--- src/rtl/bmpc_pkg.sv ---
// Shared types and constants for the button multi-press classifier.
// No dependencies; used by bmpc_step and button_multi_press_classifier_core.
`default_nettype none

package bmpc_pkg;

    // Result event codes
    typedef enum logic [1:0] {
        EV_NONE  = 2'd0,
        EV_LONG  = 2'd1,
        EV_MULTI = 2'd2
    } event_kind_t;

    // Configuration register indexes
    localparam logic CFG_DEBOUNCE = 1'b0;
    localparam logic CFG_INTERVAL = 1'b1;

    localparam int unsigned COUNT_W = 7;
    localparam logic [COUNT_W-1:0] COUNT_MAX = 7'd127;

    localparam logic [7:0]  DEBOUNCE_RST = 8'd50;
    localparam logic [31:0] INTERVAL_RST = 32'd500;

    // Classifier state carried from one request to the next
    typedef struct packed {
        logic               last_level;
        logic [31:0]        last_press_time;
        logic [COUNT_W-1:0] pending;
    } cls_state_t;

    // One result
    typedef struct packed {
        event_kind_t        kind;
        logic [COUNT_W-1:0] count;
    } cls_result_t;

endpackage

`default_nettype wire

--- src/rtl/bmpc_step.sv ---
// Combinational next-state and result logic for one button sample.
// Depends on bmpc_pkg.
`default_nettype none

module bmpc_step (
    input  wire bmpc_pkg::cls_state_t  state,
    input  wire logic                  level,
    input  wire logic [31:0]           now_ms,
    input  wire logic [7:0]            debounce_ms,
    input  wire logic [31:0]           press_interval_ms,
    output bmpc_pkg::cls_state_t       state_next,
    output bmpc_pkg::cls_result_t      result
);

    logic [31:0] elapsed;
    logic        changed;
    logic        in_window;
    logic        past_interval;

    // Time since the last accepted press, modulo 2^32
    assign elapsed       = now_ms - state.last_press_time;
    assign changed       = (level != state.last_level);
    assign in_window     = (elapsed < {24'd0, debounce_ms});
    assign past_interval = (elapsed > press_interval_ms);

    always_comb
    begin
        state_next   = state;
        result.kind  = bmpc_pkg::EV_NONE;
        result.count = '0;
        if (changed && in_window)
        begin
            // bounce: ignore the change entirely
        end
        else if (changed && !level)
        begin
            // accepted press: restart the timer and count it
            state_next.last_level      = 1'b0;
            state_next.last_press_time = now_ms;
            if (state.pending != bmpc_pkg::COUNT_MAX)
            begin
                state_next.pending = state.pending + 1'b1;
            end
        end
        else if (changed && past_interval)
        begin
            // release after a long hold
            state_next.last_level = 1'b1;
            state_next.pending    = '0;
            result.kind           = bmpc_pkg::EV_LONG;
        end
        else if (level && (state.pending != '0) && past_interval)
        begin
            // released long enough: sequence is finished
            state_next.pending = '0;
            result.kind        = bmpc_pkg::EV_MULTI;
            result.count       = state.pending;
        end
        else
        begin
            state_next.last_level = level;
        end
    end

endmodule

`default_nettype wire

--- src/rtl/button_multi_press_classifier_core.sv ---
// Top level of the button multi-press classifier: input register, state and result register.
// Depends on bmpc_pkg and bmpc_step.
`default_nettype none

// Classifies button samples into long presses and finished multi-press
// sequences. Each request (level, now_ms) yields exactly one result (event_kind,
// press_count). A request is taken into an input register, evaluated combinationally
// against the stored state and written to the result register, so the block
// sustains one request per clock while the result channel is not stalled; the result register
// and the input register let a new request enter while a result waits to be taken.
// Configuration writes (index 0 debounce_ms, index 1 press_interval_ms) take
// effect on the next clock and belong in idle periods.
module button_multi_press_classifier_core (
    input  wire logic        clk,
    input  wire logic        rst_n,
    // configuration
    input  wire logic        cfg_we,
    input  wire logic        cfg_index,
    input  wire logic [31:0] cfg_data,
    // request channel
    input  wire logic        in_valid,
    output logic             in_stall,
    input  wire logic        level,
    input  wire logic [31:0] now_ms,
    // result channel
    output logic             out_valid,
    input  wire logic        out_stall,
    output logic [1:0]       event_kind,
    output logic [6:0]       press_count
);

    logic [7:0]             debounce_ms_reg;
    logic [31:0]            press_interval_ms_reg;
    logic                   in_vld_reg;
    logic                   level_reg;
    logic [31:0]            now_ms_reg;
    bmpc_pkg::cls_state_t   state_reg;
    bmpc_pkg::cls_state_t   state_next;
    bmpc_pkg::cls_result_t  step_result;
    bmpc_pkg::cls_result_t  out_reg;
    logic                   out_vld_reg;
    logic                   out_free;
    logic                   advance;
    logic                   in_take;

    // Handshake control
    assign out_free = !out_vld_reg || !out_stall;
    assign advance  = in_vld_reg && out_free;
    assign in_stall = in_vld_reg && !out_free;
    assign in_take  = in_valid && !in_stall;

    // Configuration registers
    always_ff @(posedge clk or negedge rst_n)
    begin
        if (!rst_n)
        begin
            debounce_ms_reg       <= bmpc_pkg::DEBOUNCE_RST;
            press_interval_ms_reg <= bmpc_pkg::INTERVAL_RST;
        end
        else if (cfg_we)
        begin
            case (cfg_index)
                bmpc_pkg::CFG_DEBOUNCE: debounce_ms_reg       <= cfg_data[7:0];
                bmpc_pkg::CFG_INTERVAL: press_interval_ms_reg <= cfg_data;
                default:                debounce_ms_reg       <= debounce_ms_reg;
            endcase
        end
    end

    // Input register
    always_ff @(posedge clk or negedge rst_n)
    begin
        if (!rst_n)
        begin
            in_vld_reg <= 1'b0;
        end
        else if (out_free || !in_vld_reg)
        begin
            in_vld_reg <= in_valid;
        end
    end

    always_ff @(posedge clk)
    begin
        if (in_take)
        begin
            level_reg  <= level;
            now_ms_reg <= now_ms;
        end
    end

    // Step logic
    bmpc_step u_step (
        .state             (state_reg),
        .level             (level_reg),
        .now_ms            (now_ms_reg),
        .debounce_ms       (debounce_ms_reg),
        .press_interval_ms (press_interval_ms_reg),
        .state_next        (state_next),
        .result            (step_result)
    );

    // Classifier state
    always_ff @(posedge clk or negedge rst_n)
    begin
        if (!rst_n)
        begin
            state_reg.last_level      <= 1'b1;
            state_reg.last_press_time <= '0;
            state_reg.pending         <= '0;
        end
        else if (advance)
        begin
            state_reg <= state_next;
        end
    end

    // Result register
    always_ff @(posedge clk or negedge rst_n)
    begin
        if (!rst_n)
        begin
            out_vld_reg <= 1'b0;
        end
        else if (out_free)
        begin
            out_vld_reg <= in_vld_reg;
        end
    end

    always_ff @(posedge clk)
    begin
        if (advance)
        begin
            out_reg <= step_result;
        end
    end

    assign out_valid   = out_vld_reg;
    assign event_kind  = out_reg.kind;
    assign press_count = out_reg.count;

`ifndef NO_ASSERTIONS
    // Only a finished sequence carries a count
    a_count_only_multi: assert property (@(posedge clk) disable iff (!rst_n)
        (out_vld_reg && (out_reg.kind != bmpc_pkg::EV_MULTI)) |-> (out_reg.count == '0))
        else $error("press_count nonzero on a non-sequence result");

    // A long press clears the pending count
    a_long_clears: assert property (@(posedge clk) disable iff (!rst_n)
        (advance && (step_result.kind == bmpc_pkg::EV_LONG)) |=> (state_reg.pending == '0))
        else $error("pending count kept after long press");

    // A finished sequence clears the count and the button stays released
    a_multi_clears: assert property (@(posedge clk) disable iff (!rst_n)
        (advance && (step_result.kind == bmpc_pkg::EV_MULTI))
            |=> ((state_reg.pending == '0) && state_reg.last_level))
        else $error("bad state after sequence report");

    // State only moves when a request is evaluated
    a_state_hold: assert property (@(posedge clk) disable iff (!rst_n)
        !advance |=> $stable(state_reg))
        else $error("state changed without a request");
`endif

endmodule

`default_nettype wire

--- config.mk ---
export PLATFORM = sky130hd
export DESIGN_NAME = button_multi_press_classifier_core
export DESIGN_NICKNAME = d
export VERILOG_FILES = /design/src/rtl/bmpc_pkg.sv /design/src/rtl/bmpc_step.sv /design/src/rtl/button_multi_press_classifier_core.sv
export SDC_FILE = /design/constraint.sdc
export NUM_CORES = 1
export LEC_CHECK = 0
export ABC_AREA = 1
export BUFFER_PORTS_ARGS = -buffer_cell sky130_fd_sc_hd__buf_2
export CORE_UTILIZATION = 60
export DETAILED_ROUTE_END_ITERATION = 8
export PLACE_DENSITY = 0.93
export SETUP_SLACK_MARGIN = 0.4
export SYNTH_ARGS = -nofsm -noshare
export SYNTH_HDL_FRONTEND = slang
export SYNTH_SLANG_ARGS = --single-unit
--- constraint.sdc ---
create_clock -name clk -period 3.95 [get_ports clk]
set_input_delay 0.79 -clock clk [delete_from_list [all_inputs] [get_ports clk]]
set_output_delay 0.79 -clock clk [all_outputs]
set_load 0.05 [all_outputs]
==> impl_metrics.ini <==
[outcome]
status = complete, but fails checks
violations = design-rule violations, negative setup slack

[global_routing]
overflow = 0
grt_pass1_vias = 8119
grt_max_degree = 83
antenna_found_initial = 0
grt_pass1_wl_um = 38000
grtUsageTotal_pct = 34.2

[layout]
syn2layout_area_growth_pct = 27.4
drive_above_1_share_pct = 24.3
nFillCells = 766
stdcell_count = 1460
largest_register_ffs = 40
fin_area_mm2 = 0.0107
multi_input_area_mm2 = 0.00491
nNetsFinal = 1416
diodes = 0
seqCellArea_mm2 = 0.00333

[placed_design]
dpl-instance-area_mm2 = 0.00895
hpwl_um = 15200
dp.cells = 1384
port_buffers = 81
place_congestion = 0.965

[timing]
setup_viol = 7
fin_crit_sh_pct = 102
holdWs_ps = 473
worst_slew_pin_slew_ps = 1040
maxSlewHeadroom_pct = 30.8
fmax_ghz = 0.249
min_period_ps = 4020
hold_violations = 0
setup_ws_ps = -69.5
skew_ps = 12.7
maxSlewViolCount = 0
rsz0062_at_grt = yes

[yosys]
syn_inst = 1141
yosysUniqueCellTypes = 39
synth_top_flop_cell = dfrtp_1
netlist_area_mm2 = 0.00836
synth_warnings = 0
syn_nets = 1286
ys_seq_area_share_pct = 39.8
avgSynthCellArea_um2 = 7.33
async_flop_share_pct = 66.1
synth_edf_count = 42
ys_ff_latch = 124

[drt]
viasPerCell = 6.12
wl_per_cell_um = 18.9
dr_total_vias = 8937
ant_nets = 0
drc_errors = 21
drt_pass1_iterations = 9
wirelength_um = 27600
dr.first_iter.drc_count = 1263

[pwr]
p_int_mw = 4.38
p_total_mw = 8.32
p_sw_share_pct = 47.3
clkPwrFrac_pct = 18.4
p_sw_mw = 3.94
peakVddDrop_uv = 467
comb_power_share_pct = 60.3
p_leak_nw = 5.42
p_seq_share_pct = 21.3
p_per_area_mw_per_mm2 = 781

[critical_path]
path_depth = 18
r2r_cells = 18
cp_max_fo = 7
critPathKind = flip-flop to flip-flop
worst_path_most_repeated_cell = nand2_1
endpoint_kind = flip-flop
crit_chain = ha_4 -> nand2_1 -> nor2_1 -> inv_1 -> nor2_2 -> nand3_2 -> nand4_1 -> nand2_1 -> ha_1 -> nand4_1 -> nor4_4 -> nand2_2 -> nand2_2 -> o211ai_1 -> a21oi_2 -> nand3_4 -> nand2_1 -> nand2_1
critPathSlowestCell = edfxtp_1
critical_path.max_stage_delay_ps = 480
timing.critical_path.buf_inv = 1
cp_top_family = simple AND/OR/NAND/NOR gates
critPathLaunchType = flip-flop
cp.required_ps = 4270
cp.arrival_ps = 4340

[floorplanning]
core-area_mm2 = 0.0134
fp-row-count = 42
io_pins = 82
dieWidth_um = 120
start_util_pct = 62.4
fp.dieH_um = 120
dieArea_mm2 = 0.0144

[clock_tree]
cts_hold_buf = 0
clk_latency_ps = 440
cts_buffers = 17
clkTransAtPathRegs_ps = 60
cts_tree = done
cts_buffer_depth = 2
htreeDepth = 4
cts.sinks = 124
cts_root_buffer = clkbuf_16

[hold_path]
holdPathStages = 2
hp-class = flip-flop to flip-flop

[job]
drv_cap = 0
[through the flow]
stage	worst slack [ps]	TNS, ps	util, %
after floorplan	449	0	-
after global placement	227	0	66.8
after detailed placement	145	0	66.8
after CTS	394	0	73.9
after global routing	-196	-1100	79.5
final	-69.5	-261	79.5
[power groups by stage]
| stage | Clock (mW) | Sequential (mW) | Combinational, mW |
|---|---|---|---|
| after CTS | 1.52 | 1.74 | 3.91 |
| after floorplan | 0 | 1.76 | 2.64 |
| final | 1.53 | 1.77 | 5.02 |
| after detailed placement | 0 | 1.75 | 3.58 |
| after global placement | 0 | 1.74 | 3.42 |
| after global routing | 1.58 | 1.79 | 5.45 |
[area by class of cell]
| class | count | share of cell area [%] |
|---|---|---|
| Timing Repair Buffer | 130 | 7.76 |
| Multi-Input combinational cell | 786 | 46.1 |
| Clock buffer | 20 | 4.19 |
| Tap cell | 176 | 2.07 |
| Clock inverter | 12 | 1.16 |
| Inverter | 212 | 7.47 |
| Sequential cell | 124 | 31.2 |
[worst min-delay path: cells and delay by family, from the launching register on]
family / cells / cell delay (ps)
simple gates: 2 / 100
flops: 1 / 340
[cell families after synthesis]
| kind of cell | Yosys count | synth area share (%) |
|---|---|---|
| xor gates and xnor gates | 9 | 0.943 |
| buffers and inverters | 234 | 10.8 |
| adders and majority gates | 74 | 11.2 |
| and+or+nand+nor | 590 | 30.3 |
| AOI/OAI and AO/OA | 110 | 7.02 |
| DFF | 124 | 39.8 |
[cell usage in the layout (no fill, tap or decap), types with 3 or more instances in the layout]
| cell | synthesis | layout |
|---|---|---|
| a21oi_1 | 72 | 63 |
| a21oi_2 | 1 | 8 |
| buf_2 | 4 | 80 |
| buf_4 | 0 | 43 |
| buf_6 | 3 | 3 |
| clkbuf_16 | 0 | 17 |
| clkinv_1 | 1 | 4 |
| clkinvlp_4 | 0 | 4 |
| dfrtp_1 | 72 | 72 |
| dfstp_2 | 10 | 10 |
| edfxtp_1 | 42 | 42 |
| ha_1 | 73 | 40 |
| ha_2 | 0 | 4 |
| ha_4 | 0 | 29 |
| inv_1 | 211 | 203 |
| inv_2 | 0 | 8 |
| nand2_1 | 361 | 319 |
| nand2_2 | 6 | 45 |
| nand2_4 | 1 | 3 |
| nand3_1 | 46 | 36 |
| nand3_2 | 0 | 10 |
| nand3_4 | 1 | 3 |
| nand3b_1 | 5 | 5 |
| nand4_1 | 51 | 51 |
| nor2_1 | 87 | 75 |
| nor2_2 | 5 | 11 |
| nor2_4 | 0 | 6 |
| nor3_1 | 11 | 6 |
| nor3_2 | 2 | 6 |
| nor3b_1 | 3 | 3 |
| nor4_1 | 4 | 3 |
| o21ai_0 | 24 | 21 |
| o21ai_1 | 0 | 3 |
| o21bai_1 | 6 | 6 |
| xor2_1 | 8 | 7 |
[cells in the mapped netlist (6+ instances only)]
cell | n | area share (%)
nand3_1 | 46 | 2.8
nor3_1 | 11 | 0.66
nand4_1 | 51 | 3.8
o21ai_0 | 24 | 1.4
dfrtp_1 | 72 | 22
o21bai_1 | 6 | 0.54
inv_1 | 211 | 9.5
edfxtp_1 | 42 | 15
dfstp_2 | 10 | 3.1
ha_1 | 73 | 11
a21oi_1 | 72 | 4.3
nand2_2 | 6 | 0.45
xor2_1 | 8 | 0.84
nand2_1 | 361 | 16
nor2_1 | 87 | 3.9
clkbuf_1 | 13 | 0.58
[per-layer routing]
| layer | GRT usage, % | vias to the layer above | routed length [µm] | part of all wire, % |
|---|---|---|---|---|
| met2 | 56.3 | 773 | 12400 | 45 |
| li1 | - | 3907 | - | - |
| met5 | 0 | - | 0 | 0 |
| met3 | 8.51 | 261 | 3340 | 12 |
| met1 | 41.2 | 3996 | 9730 | 35 |
| met4 | 18.0 | 0 | 2140 | 7.8 |
[worst paths after layout]
| kind | startpoint | endpoint | slack (ps) |
|---|---|---|---|
| max in group asynchronous | rst_n | press_interval_ms_reg[30] | 2750 |
| min reg2reg | state_reg[34] | state_reg[34] | 470 |
| min | state_reg[34] | state_reg[34] | 470 |
| max | now_ms_reg[16] | state_reg[2] | -70 |
| min in group asynchronous | rst_n | state_reg[2] | 530 |
| max reg2reg | now_ms_reg[16] | state_reg[2] | -70 |
[repair_timing]
item | CTS | global route
pin swaps | 9 | 34
endpoints found under the setup margin | 49 | 49
gates cloned | 3 | 0
setup buffers | 14 | 27
hold endpoints to repair | 0 | 0
gates resized for setup | 47 | 118
Power figures use the tool's default switching activity.
